### config.mk
export PLATFORM = sky130hd
export DESIGN_NAME = hoa_ram
export DESIGN_NICKNAME = d
export VERILOG_FILES = /design/src/sv/hoa_ram.sv
export SDC_FILE = /design/constraint.sdc
export NUM_CORES = 2
export LEC_CHECK = 0
export BUFFER_PORTS_ARGS = -buffer_cell sky130_fd_sc_hd__buf_4
export CORE_ASPECT_RATIO = 1.5
export CORE_UTILIZATION = 60
export CTS_CLUSTER_DIAMETER = 80
export CTS_CLUSTER_SIZE = 8
export DETAILED_ROUTE_END_ITERATION = 12
export PLACE_DENSITY = 0.8
export SETUP_SLACK_MARGIN = 0.5
export SLEW_MARGIN = 20
export SYNTH_ARGS = -nofsm -noshare
export SYNTH_HDL_FRONTEND = slang
export SYNTH_SLANG_ARGS = --single-unit
### constraint.sdc
create_clock -name clk -period 21 [get_ports clk]
set_input_delay 4.2 -clock clk [delete_from_list [all_inputs] [get_ports clk]]
set_output_delay 4.2 -clock clk [all_outputs]
set_load 0.02 [all_outputs]
### src/sv/hoa_ram.sv
// hoa_ram: generic single-write, single-read ram with registered read data
// no dependencies
module hoa_ram #(
  parameter int WIDTH = 64,
  parameter int DEPTH = 64
) (
  input  logic                     clk,
  input  logic                     we,
  input  logic [$clog2(DEPTH)-1:0] waddr,
  input  logic [WIDTH-1:0]         wdata,
  input  logic [$clog2(DEPTH)-1:0] raddr,
  output logic [WIDTH-1:0]         rdata
);

  logic [WIDTH-1:0] mem [DEPTH];

  always_ff @(posedge clk) begin
    if (we) begin
      mem[waddr] <= wdata;
    end
    rdata <= mem[raddr];
  end

endmodule

==> After elaboration in Yosys (flattened, before gate mapping) <==
Memory sizes are Yosys's and may differ from the RTL's. A register that Yosys moved wholly into a read port is not among the register bits.
Cells that the tools add are included.
{ "classes": {"muxes": 2} }
{ "ops": {"columns": ["operator", "n"], "rows": [
  ["$mux W1", 2]
]} }
{ "totals": {"wordCells": 3, "ff_bits": 0, "out_inout_bits": 64, "mem_bits_rw": 4096, "memories": 1} }
{ "mem_list": {"columns": ["name", "depth", "width", "rd", "rd_ports_with_merged_regs", "wr", "line_no", "source"], "rows": [
  ["mem", 64, 64, 1, 1, 1, "15", "logic [WIDTH-1:0] mem [DEPTH];"]
]} }

==> Logic depth before layout (Yosys ltp) <==
{ "logic_depth": {"ltp_word": 2, "depth_mapped": 9} }

==> Least setup slack after synthesis <==
No wires, ideal clock.
{ "synth_timing": {"kind": "in2reg", "from": "in waddr[3]", "to": "mem mem[48][0], enable pin", "setup_slack_ns": 11.364, "cell_stages": 4, "t_arrival_ns": 9.072, "setup_time_ns": 0.564, "path_cell_list": "clkbuf_1 nor2b_1 nand4b_1 nor3_1"} }
{ "synth_rtl": {"columns": ["element", "line_no", "source"], "rows": [
  ["start, declared", "9", "input logic [$clog2(DEPTH)-1:0] waddr,"],
  ["end, declared", "15", null]
]} }
No word-level cell before the write port.

==> summary.md <==
| Metric | Value |
|---|---|
| Status | `finished, final reports clean` |
| Critical path type | `in -> reg` |
| Startpoint types | `input pin` |
| Final Cycle Share | `0.4129` |
| Layout cells sized above 1 | `0.2845` |
| Area grow syn2layout | `14.43%` |
| Critical Path Slowest Stage Cell | `buf_4` |
| Post-synth top cells | `4096 x edfxtp_1, 1024 x mux4_2, 170 x buf_2` |
| Mapped Avg Cell Area | `around 24 µm²` |
| Worst-margin pin slew | `1.300 ns` |
| Die Width | `about 420 µm` |
| Drt first pass iters | `6` |
| Worst hold start | `mem[38][50]` |
| Post-Syn Instances | `6598` |
| Reg2reg end | `rdata[10]` |
| Ports | `around 140` |
| CTS hold repair buffers | `0` |
| Highest clock rate | `115.3 MHz` |
| Final Hold Fails | `0` |
| Post-route insts no fill | `about 11000` |
| Final setup violation count | `0` |
| DRT Wirelength | `492000 µm` |
| Vias in the first global route | `around 87000` |
| Clock Latency Late Sink | `0.99 ns` |
| RSZ-0062 raised after global routing | `no` |
| GPL Wtd Cong | `0.8240` |
| Peak VDD IR | `roughly 0.00007 V` |
| Main flop type after synthesis | `edfxtp_1` |
| Yosys reg bits | `around 4200` |
| Sink Count | `about 4200` |
| Reg2reg start | `mem[13][10]` |
| Largest cells by area after synthesis | `edfxtp_1 79%, mux4_2 15%, mux2i_1 0.86%` |
| Worst-path fanout max | `between 90 and 100` |
| Core Region | `about 0.26 mm²` |
| Crit path required time | `between 20 and 25 ns` |
| Worst-path clk slew | `0.05 ns` |
| Post-synth EDFFs | `4096` |
| Vias post-DR | `approximately 84000` |
| CTS resizes | `0` |
| Avg Vias per Cell | `approximately 7.7` |
| Die area | `0.2627 mm²` |
| Post-synth top area share | `0.7867` |
| Yosys cell types | `33` |
| Max stage delay on crit path | `0.79 ns` |
| Initial antenna violation count | `32` |
| Bufs and invs on worst path | `6` |
| H-tree depth | `6` |
| GRT overflow | `0` |
| CP most frequent cell | `buf_4` |
| DRC | `0` |
| Clock tree from TritonCTS | `done` |
| FF+latch area | `0.1243 mm²` |
| Pwr Density | `~110 mW/mm²` |
| Max Slew Vio Count | `0` |
| Multi-input gate area | `around 0.031 mm²` |
| Synthesized area | `0.1563 mm²` |
| Sequential area share after synthesis | `0.7949` |
| Total of max-cap violations | `0` |
| Worst Hold Endpoint | `rdata[50]` |
| FP Rows | `approximately 230` |
| Clock Tree Buf Depth | `4` |
| Reg2reg path depth | `5` |
| Delay-heaviest family, CP | `buffers and inverters` |
| Async S/R FF share, synth | `0` |
| Skew final | `0.07778 ns` |
| Detailed placement HPWL | `around 210000 µm` |
| Global Route Usage Sum | `0.3758` |
| Worst Hold Depth | `4` |
| Post-CTS Setup Bufs | `0` |
| WL per Instance | `45.03 µm` |
| Leakage | `approximately 0.056 µW` |
| Largest net degree at the start of global routing | `120` |
| Worst path cell trace | `buf_16 -> buf_4 -> buf_4 -> buf_4 -> buf_16 -> buf_4 -> mux4_2 -> mux2i_1 -> nand2_1 -> a41oi_1 -> a211oi_1` |
| Routed Antenna Nets | `0` |
| Yosys warns | `0` |
| Port buffer count | `141` |
| Area leader, netlist | `edfxtp_1` |
| Syn_nets | `approximately 6700` |
| CTS buffer count | `just under 600` |
| Hold Path Class | `reg -> reg` |
| First-pass GRT wire length | `between 600000 and 700000 µm` |
| Final Net Count | `roughly 7200` |
| Die height | `approximately 630 µm` |
| Initial DRC Count | `between 15000 and 20000` |
| Crit path arrival time | `about 9.4 ns` |
| Final worst path period need | `a little under 9 ns` |
| R2R setup slack | `roughly 19 ns` |
| Setup TNS | `0 ns` |
| Design Area, Final | `between 0.15 and 0.2 mm²` |
| Nature of the critical path endpoint | `register` |
| Fillers | `between 10000 and 15000` |
| Most numerous cell in the Yosys netlist | `edfxtp_1` |
| Normalized max-slew margin | `0.1311` |
| DP Cell Count | `10030` |
| Initial Utilization | `0.6030` |
| CTS root buf | `clkbuf_16` |
| Placed Instance Area | `roughly 0.16 mm²` |
[report_power, final]
group / leakage (µW) / switching (µW) / internal [µW]
sequential: 0.0374 / 43.5 / 9210
clock: 0.00804 / 3570 / 5290
combinational: 0.0110 / 536 / 296
total: 0.0564 / 4150 / 14800
[layout by cell type, fill, tap and decap left out, types with 3 or more instances in the layout]
master,instances
dfxtp_1,64
clkbuf_1,222
inv_6,15
a211oi_1,63
nor2b_1,24
a41oi_1,26
a22oi_1,168
clkinv_8,12
a2bb2oi_1,19
or3_1,29
edfxtp_1,4096
and3_1,64
diode_2,30
o22ai_1,82
inv_16,7
mux2i_1,135
inv_1,19
buf_12,10
mux4_2,1024
nor2_4,65
nor2_1,47
or2_2,28
nand2b_1,8
a31oi_1,18
o221ai_1,38
buf_4,318
nand3_1,45
a22o_1,88
nand2_1,55
nor2b_4,4
clkbuf_16,609
nand2_4,3
[per-stage QoR]
step                power (µW)    util  hold slack, ns  setup slack, ns
detailed placement       10180  0.6253          0.8237            11.20
floorplan                 9837       -          0.7878            11.36
global route             19230  0.6897          0.9101            11.95
global placement         10150  0.6251          0.8174            11.31
finish                   18950  0.6900          0.8623            12.33
CTS                      18900  0.6895          0.8655            12.02
[tightest hold or removal path: cells and delay by family, from the launching register on]
kind / cells / cell delay [ns]
AO/OA/AOI/OAI: 1 / 0.06
flip-flops: 1 / 0.32
multiplexers: 1 / 0.23
AND/OR/NAND/NOR: 2 / 0.22
[sequential cells by signal, indices dropped and copies added, names as in the netlist]
name,flops
mem,4096
rdata,64
[how the worst max path moves through the flow]
stage              from          to  slack [ns]  depth (start not counted)
2_1_floorplan  waddr[3]  mem[48][0]       11.36                          4
3_3_place_gp   raddr[0]   rdata[17]       11.31                         10
3_5_place_dp   raddr[0]   rdata[25]       11.20                         10
4_1_cts        raddr[0]   rdata[11]       12.02                         10
5_1_grt        raddr[0]   rdata[25]       11.95                         11
6_report       raddr[0]   rdata[11]       12.33                         11
[cells by family after synthesis]
group	Yosys count	share of synthesized area
flops	4160	0.7949
compound gates	504	0.02477
buf+inv	389	0.01180
simple gates	386	0.01240
mux	1159	0.1561
[cell type report]
class	count	area share
flip-flops and latches	4160	0.6946
repair buffers	334	0.01506
multi-input cells	2049	0.1721
clock buffers	831	0.08984
well taps	3465	0.02423
inverters	19	0.0003986
clock inverters	38	0.003280
diodes	30	0.0004196
[layer usage]
| metal | vias to the layer above | part of all wire | GRT usage |
|---|---|---|---|
| met5 | - | 0.00038 | 0 |
| met2 | 9396 | 0.48 | 0.5910 |
| li1 | 29530 | - | - |
| met3 | 2560 | 0.14 | 0.1094 |
| met4 | 26 | 0.092 | 0.2901 |
| met1 | 42390 | 0.29 | 0.4376 |
Note: power is estimated with default switching activity, not from simulation.
