**config.mk**
```make
export PLATFORM = sky130hd
export DESIGN_NAME = hoa_div
export DESIGN_NICKNAME = d
export VERILOG_FILES = /design/src/sv/hoa_pkg.sv /design/src/sv/hoa_div.sv
export SDC_FILE = /design/constraint.sdc
export NUM_CORES = 1
export LEC_CHECK = 0
export ABC_AREA = 1
export BUFFER_PORTS_ARGS = -buffer_cell sky130_fd_sc_hd__buf_2
export CORE_AREA = 2 2 148 186
export DETAILED_ROUTE_END_ITERATION = 12
export DIE_AREA = 0 0 150 188
export PLACE_DENSITY = 0.69
export SYNTH_ARGS = -nofsm -noshare
export SYNTH_HDL_FRONTEND = slang
export SYNTH_SLANG_ARGS = --single-unit
```
**constraint.sdc**
```tcl
create_clock -name clk -period 14 [get_ports clk]
set_input_delay 2.8 -clock clk [delete_from_list [all_inputs] [get_ports clk]]
set_output_delay 2.8 -clock clk [all_outputs]
set_load 0.02 [all_outputs]
```
**src/sv/hoa_pkg.sv**
```systemverilog
// hoa_pkg: shared types and constants for the hann overlap-add synthesis unit
// no dependencies; used by hoa_div and hann_overlap_add_synthesis_unit
package hoa_pkg;

  localparam int RING_DEPTH = 64;
  localparam int RING_AW    = 6;
  localparam int SUM_W      = 40;
  localparam int WSUM_W     = 24;
  localparam int WIN_W      = 15;
  localparam int HOP_W      = 15;
  localparam int FRAME_LEN_DEF = 64;
  localparam logic [HOP_W-1:0] HOP_RESET = 15'd4096;
  localparam logic [6:0] HOP_MAX = 7'd64;

  typedef struct packed {
    logic               action;
    logic signed [15:0] sample_in;
    logic [15:0]        time_ratio;
  } hoa_in_t;

  typedef struct packed {
    logic signed [15:0] sample_out;
    logic               last_of_run;
    logic               clipped;
  } hoa_out_t;

  // one ring entry: running sum and weight sum side by side
  typedef struct packed {
    logic signed [SUM_W-1:0] sum;
    logic [WSUM_W-1:0]       wsum;
  } hoa_word_t;

  typedef struct packed {
    logic signed [15:0] value;
    logic               sat;
  } hoa_div_res_t;

  localparam logic [0:0] ACT_SAMPLE = 1'b0;
  localparam logic [0:0] ACT_FLUSH  = 1'b1;

endpackage

```
**src/sv/hoa_div.sv**
```systemverilog
// hoa_div: rounded, saturating sum / weight-sum divider, two quotient bits a cycle
// depends on hoa_pkg
module hoa_div (
  input  logic                             clk,
  input  logic                             rst_n,
  input  logic                             start,
  input  logic signed [hoa_pkg::SUM_W-1:0] sum,
  input  logic [hoa_pkg::WSUM_W-1:0]       wsum,
  output logic                             done,
  output logic                             busy,
  output hoa_pkg::hoa_div_res_t            res
);
  import hoa_pkg::*;

  localparam int NUM_W = SUM_W + 2;
  localparam int DEN_W = WSUM_W + 1;

  logic             run_r, run_nxt;
  logic             done_r, done_nxt;
  logic [2:0]       cnt_r, cnt_nxt;
  logic [NUM_W-1:0] rem_r, rem_nxt;
  logic [DEN_W-1:0] den_r, den_nxt;
  logic [15:0]      q_r, q_nxt;
  logic             neg_r, neg_nxt;
  logic             zero_r, zero_nxt;
  logic             big_r, big_nxt;

  logic [SUM_W-1:0] mag;
  logic [NUM_W-1:0] num;
  logic [NUM_W-1:0] rem_t;
  logic [NUM_W-1:0] sub_t;
  logic [15:0]      q_t;
  logic [3:0]       sh;

  always_comb begin
    mag = sum[SUM_W-1] ? SUM_W'(-sum) : SUM_W'(sum);
    // rounding: (2|s| + w) / (2w)
    num = {1'b0, mag, 1'b0} + NUM_W'(wsum);
    run_nxt  = run_r;
    done_nxt = 1'b0;
    cnt_nxt  = cnt_r;
    rem_nxt  = rem_r;
    den_nxt  = den_r;
    q_nxt    = q_r;
    neg_nxt  = neg_r;
    zero_nxt = zero_r;
    big_nxt  = big_r;
    rem_t    = rem_r;
    q_t      = q_r;
    sh       = 4'd0;
    sub_t    = '0;
    if (start) begin
      rem_nxt  = num;
      den_nxt  = {wsum, 1'b0};
      q_nxt    = '0;
      neg_nxt  = sum[SUM_W-1];
      zero_nxt = (wsum == '0);
      big_nxt  = (num >= {1'b0, wsum, 1'b0, 16'd0});
      cnt_nxt  = '0;
      run_nxt  = 1'b1;
    end else if (run_r) begin
      for (int b = 0; b < 2; b++) begin
        sh = 4'(4'd15 - {cnt_r, 1'b0} - 4'(b));
        sub_t = NUM_W'(den_r) << sh;
        if (rem_t >= sub_t) begin
          rem_t = rem_t - sub_t;
          q_t[sh] = 1'b1;
        end
      end
      rem_nxt = rem_t;
      q_nxt   = q_t;
      cnt_nxt = cnt_r + 3'd1;
      if (cnt_r == 3'd7) begin
        run_nxt  = 1'b0;
        done_nxt = 1'b1;
      end
    end
  end

  always_ff @(posedge clk) begin
    if (!rst_n) begin
      run_r  <= 1'b0;
      done_r <= 1'b0;
      cnt_r  <= '0;
    end else begin
      run_r  <= run_nxt;
      done_r <= done_nxt;
      cnt_r  <= cnt_nxt;
    end
    rem_r  <= rem_nxt;
    den_r  <= den_nxt;
    q_r    <= q_nxt;
    neg_r  <= neg_nxt;
    zero_r <= zero_nxt;
    big_r  <= big_nxt;
  end

  always_comb begin
    res.value = '0;
    res.sat   = 1'b0;
    if (zero_r) begin
      res.value = '0;
    end else if (neg_r) begin
      if (big_r || q_r > 16'd32768) begin
        res.value = 16'sh8000;
        res.sat   = 1'b1;
      end else begin
        res.value = 16'(-q_r);
      end
    end else begin
      if (big_r || q_r > 16'd32767) begin
        res.value = 16'sh7fff;
        res.sat   = 1'b1;
      end else begin
        res.value = q_r;
      end
    end
  end

  assign done = done_r;
  assign busy = run_r;

endmodule

```
## After elaboration in Yosys (flattened, before gate mapping)

Index checks and enable logic that the tools add are counted.

| operators by class | value |
|---|---|
| reductions and logical operators | 8 |
| shift-type cells | 2 |
| bitwise operators | 4 |
| $lt $le $gt $ge | 9 |
| $add $sub $neg | 8 |
| equal/unequal tests | 1 |
| multiplexer cells | 26 |

Operators by type and width:

| cell | number |
|---|---|
| 42-bit two-way mux | 6 |
| 16-bit two-way mux | 7 |
| 42-bit >= comparator | 2 |
| 25-bit by 4-bit << shifter with 42-bit output | 2 |
| 42-bit subtractor | 2 |
| 41-bit by 24-bit adder with 42-bit output | 1 |
| 42-bit by 41-bit >= comparator with 1-bit output | 1 |
| 40-bit two-way mux | 1 |
| 40-bit negator | 1 |
| 16-bit OR | 2 |
| 24-bit logical NOT | 1 |
| 17-bit two-way mux | 1 |
| 16-bit by 15-bit greater-than comparator with 1-bit output, second input constant | 1 |
| 16-bit greater-than comparator, second input constant | 1 |
| 16-bit negator | 1 |
| 4-bit by 5-bit less-than comparator with 1-bit output, second input constant | 2 |
| 1-bit two-way mux | 9 |
| 1-bit demux with 4-bit select | 2 |
| 4-bit by 1-bit >= comparator with 1-bit output, second input constant | 2 |
| 4-bit by 1-bit subtractor with 4-bit output, second input constant | 1 |
| 4-bit subtractor, first input constant | 1 |
| 3-bit by 1-bit adder with 3-bit output, second input constant | 1 |
| 3-bit equality test, second input constant | 1 |
| 3-bit OR reduction | 1 |
| other kinds (5) | 8 |

| word-level totals | value |
|---|---|
| word-level logic and storage cells | 67 |
| input port bits | 67 |
| bits in registers | 90 |
| output and inout port bits | 19 |

## Logic depth before layout (Yosys ltp)

| depth | value |
|---|---|
| depth in word-level cells | 11 |
| depth in mapped cells | 43 |
| gate-level depth less buffers | 40 |

## Worst setup path before layout

Ideal clock, no wire load.

| timing path | value |
|---|---|
| path type | input to register |
| from | in sum[39] (netlist bit) |
| to | reg big_r, data pin |
| slack | 7.228 ns |
| arrival time | 6.515 ns |
| stages on the path | 24 |
| library setup time | 0.257 ns |
| required time | 13.743 ns |
| path buffers | 3 |
| path through | clkbuf_1 > clkbuf_1 > clkbuf_1 > nand2_1 > xor2_1 > ha_1 > a21oi_1 > nand2_1 > a21boi_0 > o21ai_0 > a21oi_1 > o21bai_1 > nand2_1 > o211ai_1 > xor2_1 > ha_1 > nand2_1 > nor2_1 > a211oi_1 > o21ai_0 > a221oi_1 > o21ai_0 > a41oi_1 > nand2_1 |

| between the ends | value |
|---|---|
| word-level cells in the longest chain between the ends | 4 |

Ends and longest elaborated chain:

| what | RTL line | RTL |
|---|---|---|
| start: declaration | hoa_div.sv:7 | `input logic signed [hoa_pkg::SUM_W-1:0] sum,` |
| 40-bit negator | hoa_div.sv:36 | `mag = sum[SUM_W-1] ? SUM_W'(-sum) : SUM_W'(sum);` |
| 40-bit two-way mux (*) | hoa_div.sv:36 |  |
| 41-bit by 24-bit adder with 42-bit output (*) | hoa_div.sv:38 | `num = {1'b0, mag, 1'b0} + NUM_W'(wsum);` |
| 42-bit by 41-bit >= comparator with 1-bit output (*) | hoa_div.sv:58 | `big_nxt = (num >= {1'b0, wsum, 1'b0, 16'd0});` |
| end signal: assignment | hoa_div.sv:95 | `big_r <= big_nxt;` |
| end: declaration | hoa_div.sv:26 | `logic big_r, big_nxt;` |

Mark *: on every way between the ends. The rest lies on a longest branch, timed or not.
A chain may end at the register's enable or synchronous reset.

## Worst setup path after layout

| timing path | value |
|---|---|
| from | reg cnt_r[0] |
| to | reg rem_r[27], data pin |

| between the ends | value |
|---|---|
| word-level cells in the longest chain between the ends | 10 |
| elaborated cells on any way between the ends | 14 |
| those cells by class | add/sub (4); order compare (2); shift (2); mux (6) |

Ends and longest elaborated chain:

| what | RTL line | RTL |
|---|---|---|
| start: declaration | hoa_div.sv:20 | `logic [2:0] cnt_r, cnt_nxt;` |
| start signal: assignment | hoa_div.sv:88 | `cnt_r <= cnt_nxt;` |
| 4-bit subtractor (*) | hoa_div.sv:63 | `sh = 4'(4'd15 - {cnt_r, 1'b0} - 4'(b));` |
| 25-bit by 4-bit << shifter with 42-bit output | hoa_div.sv:64 | `sub_t = NUM_W'(den_r) << sh;` |
| 42-bit subtractor / 42-bit >= comparator (equally long branches) | hoa_div.sv:66, hoa_div.sv:65 |  |
| 42-bit two-way mux | hoa_div.sv:65 | `if (rem_t >= sub_t) begin` |
| 42-bit two-way mux | hoa_div.sv:61 | `end else if (run_r) begin` |
| 42-bit two-way mux | hoa_div.sv:52 | `if (start) begin` |
| 42-bit subtractor / 42-bit >= comparator (equally long branches) | hoa_div.sv:66, hoa_div.sv:65 |  |
| 42-bit two-way mux (*) | hoa_div.sv:65 |  |
| 42-bit two-way mux (*) | hoa_div.sv:61 |  |
| 42-bit two-way mux (*) | hoa_div.sv:52 |  |
| via rem_nxt[27] | hoa_div.sv:21 | `logic [NUM_W-1:0] rem_r, rem_nxt;` |
| end signal: assignment | hoa_div.sv:90 | `rem_r <= rem_nxt;` |
| end: declaration | hoa_div.sv:21 |  |

Mark *: on every way through the listed nets, which the timed path passes. The rest lies on a longest branch. The select of a mux whose other input is x is not followed.

==> summary.txt <==
Yosys
  • Synth Area in XOR/XNOR: 0.08405
  • Syn Nets: 2,526
  • Most common cell in the netlist: nand2_1
  • Synth Area in Adders: 0.1137
  • Synth top area share: 0.1663
  • Compound-Gate Fraction of Synth Area: 0.1791
  • Biggest area consumer among synthesized cells: nand2_1
  • Synth cell count leaders: nand2_1 (632), inv_1 (311), nor2_1 (249), a21oi_1 (151), o21ai_0 (140)
  • Flop and latch count out of synthesis: 90
  • Synth area leaders: nand2_1 (17%), edfxtp_1 (15%), ha_1 (11%)
  • Sequential fraction of the synthesis area: 0.1748
  • Syn_area_per_cell: 6.121 um^2
  • Post-synth EDFFs: 69
  • Post-synthesis mux area share: 0.002808
  • Simple-gate share of the synthesized area: 0.3422
  • Syn. warnings: 0
  • Fraction of registers with async set/reset: 0
  • Largest family of logic cells by synthesized area: simple AND/OR/NAND/NOR gates
  • Syn Inst Count: 2,330
  • Top FF cell, synth: edfxtp_1
  • Synthesized area: 14,260 um^2
  • Yosys cell types: 65

Critical path
  • CP Capture Type: flop
  • Max incr delay on CP: 970 ps
  • Critical Path Fanout Max: 45
  • CP arrival: 8920 ps
  • Reg-to-Reg Start: cnt_r[0]$_SDFFE_PP0P_
  • Slowest cell on crit path: dfxtp_1
  • Worst-case reg-to-reg path depth: 26
  • Most frequent CP cell: nand2_1
  • Reg2reg setup slack: 5200 ps
  • Worst r2r dst: rem_r[27]$_DFFE_PN_
  • Required time worst endpoint: 14,120 ps
  • Worst setup SP type: flop
  • Critical path class: flop to flop

Finish
  • Layout cells sized above 1: 0.07269
  • Area grow syn2layout: 6.493%
  • Ant diodes: 0
  • Count of nets after finishing: 2,571
  • Layout filler cell count: 2,750

Floorplanning
  • Die width: 150 um
  • Initial Utilization: 0.5384
  • Rows: 67
  • Die ar.: 28,200 um^2
  • Core ar.: 26,490 um^2
  • IO Pins: 86
  • Die Ht: 188 um

Worst hold path
  • WHS Path Cells: 2
  • Hold path start: q_r[15]$_SDFFE_PP0P_
  • Worst Hold Class: flop to flop
  • WHS Endpoint: q_r[15]$_SDFFE_PP0P_

Clocking
  • Clock sink count: 90
  • Clock root cell: clkbuf_16
  • Post-cts gate resize count: 0
  • Post-CTS Repair Setup Buffers: 0
  • Clk pin slew, worst setup/hold paths: 70 ps
  • Clock Path Buffers: 2
  • Clk_lat worst skew: 380 ps
  • Hold buffer count at CTS: 0
  • CTS tree: done
  • Num CTS Buffers: 9
  • CTS H-Tree Depth: 3

Detailed routing
  • Number of remaining DRC errors: 0
  • Vias per Instance: 5.841
  • Routed len/inst: 19.42 um
  • Number of DRC violations after detailed-routing iteration 0: 1,314
  • DR vias: 15,920
  • 1st-pass router iterations: 6
  • Final wirelength: 52,930 um
  • Antenna Nets Post-Route: 0

Place
  • Post-DP HPWL: 44,400 um
  • PortBufs: 85
  • GP Congestion: 1.040

STA
  • Fmax: 0.1136 GHz
  • RSZ-0062 raised after global routing: false
  • Worst slew pin tran: 1242 ps
  • Minimum clock period: 8802 ps
  • Slew HR: 0.1659
  • Setup TNS: 0 ps
  • Max-slew violations: 0
  • Final hold vios: 0
  • Final worst path period share: 0.6287
  • Clock Skews: 13.09 ps
  • Final setup viols: 0

Job
  • Max cap viols: 0

Global route
  • Antenna violations before repair: 0
  • Grt ovf: 0
  • Vias in the first global route: 15,320
  • Pin count of the biggest net entering global routing: 74
  • Total GRT Usage: 0.3757
  • Global-route wire length before repair: 80,990 um

Status
  • Status: complete, no violations
[registers in the layout, indices dropped and copies added (netlist names)]
name / flops
q_r: 16
done: 1
busy: 1
rem_r: 42
zero_r: 1
big_r: 1
den_r: 24
cnt_r: 3
neg_r: 1
[routing by layer]
layer | routed length, um | global-route usage | part of all wire
met1 | 20640 | 0.4521 | 0.39
met2 | 24830 | 0.6409 | 0.47
met3 | 3948 | 0.04161 | 0.075
met4 | 3510 | 0.2192 | 0.066
met5 | 0 | 0 | 0
[how the worst max path moves through the flow]
stage	to	slack, ps	startpoint
2_1_floorplan	big_r$_DFFE_PP_	7230	sum[39]
3_3_place_gp	rem_r[17]$_DFFE_PN_	5340	cnt_r[0]$_SDFFE_PP0P_
3_5_place_dp	rem_r[17]$_DFFE_PN_	5420	cnt_r[0]$_SDFFE_PP0P_
4_1_cts	rem_r[27]$_DFFE_PN_	5420	cnt_r[0]$_SDFFE_PP0P_
5_1_grt	rem_r[30]$_DFFE_PN_	4580	cnt_r[0]$_SDFFE_PP0P_
6_report	rem_r[27]$_DFFE_PN_	5200	cnt_r[0]$_SDFFE_PP0P_
[layout make-up]
class	instances	area (um^2)	area share
Sequential cell	90	2492	0.1641
Clock inverter	6	75.07	0.004943
Multi-Input combinational cell	1864	10290	0.6778
Inverter	321	1207	0.07950
Tap cell	345	431.7	0.02842
Clock buffer	10	229.0	0.01508
Timing Repair Buffer	89	457.9	0.03015
[layout by cell type (no fill, tap or decap), types with 4 or more instances in the layout]
cell type,instances
nand3_1,125
xor2_1,92
o21ai_0,140
a221oi_1,9
o21ai_2,6
clkinv_1,4
o211ai_1,6
nor3_1,39
nand3_2,4
nor4_1,16
a211oi_1,9
o21ai_1,16
a31oi_1,28
inv_2,5
or2_2,9
a21oi_1,151
edfxtp_1,69
nand3b_1,4
ha_1,128
o21bai_2,4
buf_2,84
buf_4,5
dfxtp_1,21
clkbuf_16,9
nand4_1,30
o22ai_1,15
nor2_1,249
nor2_2,14
xnor2_1,43
nand2_2,12
a21o_1,14
o21bai_1,21
mux2i_1,4
inv_1,311
nand2_1,632
[critical path: cells and delay by family (launching register included)]
kind / cells / cell delay (ps)
AND/OR/NAND/NOR: 13 / 2810
AO/OA/AOI/OAI: 8 / 2360
buffers and inverters: 3 / 1620
flip-flops: 1 / 970
adder cells (fa/ha/maj): 2 / 740
[kinds of logic (layout without fill, tap and decap cells)]
| logic type | count (synthesis) | in the layout |
|---|---|---|
| simple gates | 1155 | 1155 |
| compound gates | 440 | 440 |
| buf+inv | 376 | 426 |
| xor+xnor | 136 | 136 |
| fa+ha+maj | 129 | 129 |
| flops | 90 | 90 |
| mux | 4 | 4 |
[per-stage QoR]
stage / setup slack (ps) / hold slack (ps) / cells / util / cell area (um^2)
after floorplan: 7228 / 477.1 / 2330 / - / 14260
after global placement: 5340 / 500.5 / 2709 / 0.5618 / 14880
after detailed placement: 5415 / 504.9 / 2709 / 0.5618 / 14880
after CTS: 5423 / 515.1 / 2725 / 0.5733 / 15190
after global routing: 4579 / 567.3 / 2725 / 0.5733 / 15190
final: 5198 / 524.5 / 2725 / 0.5733 / 15190
Power is left out: the tool's default activity adds up to more than one toggle a clock period on the data nets, which glitch-free logic cannot reach.
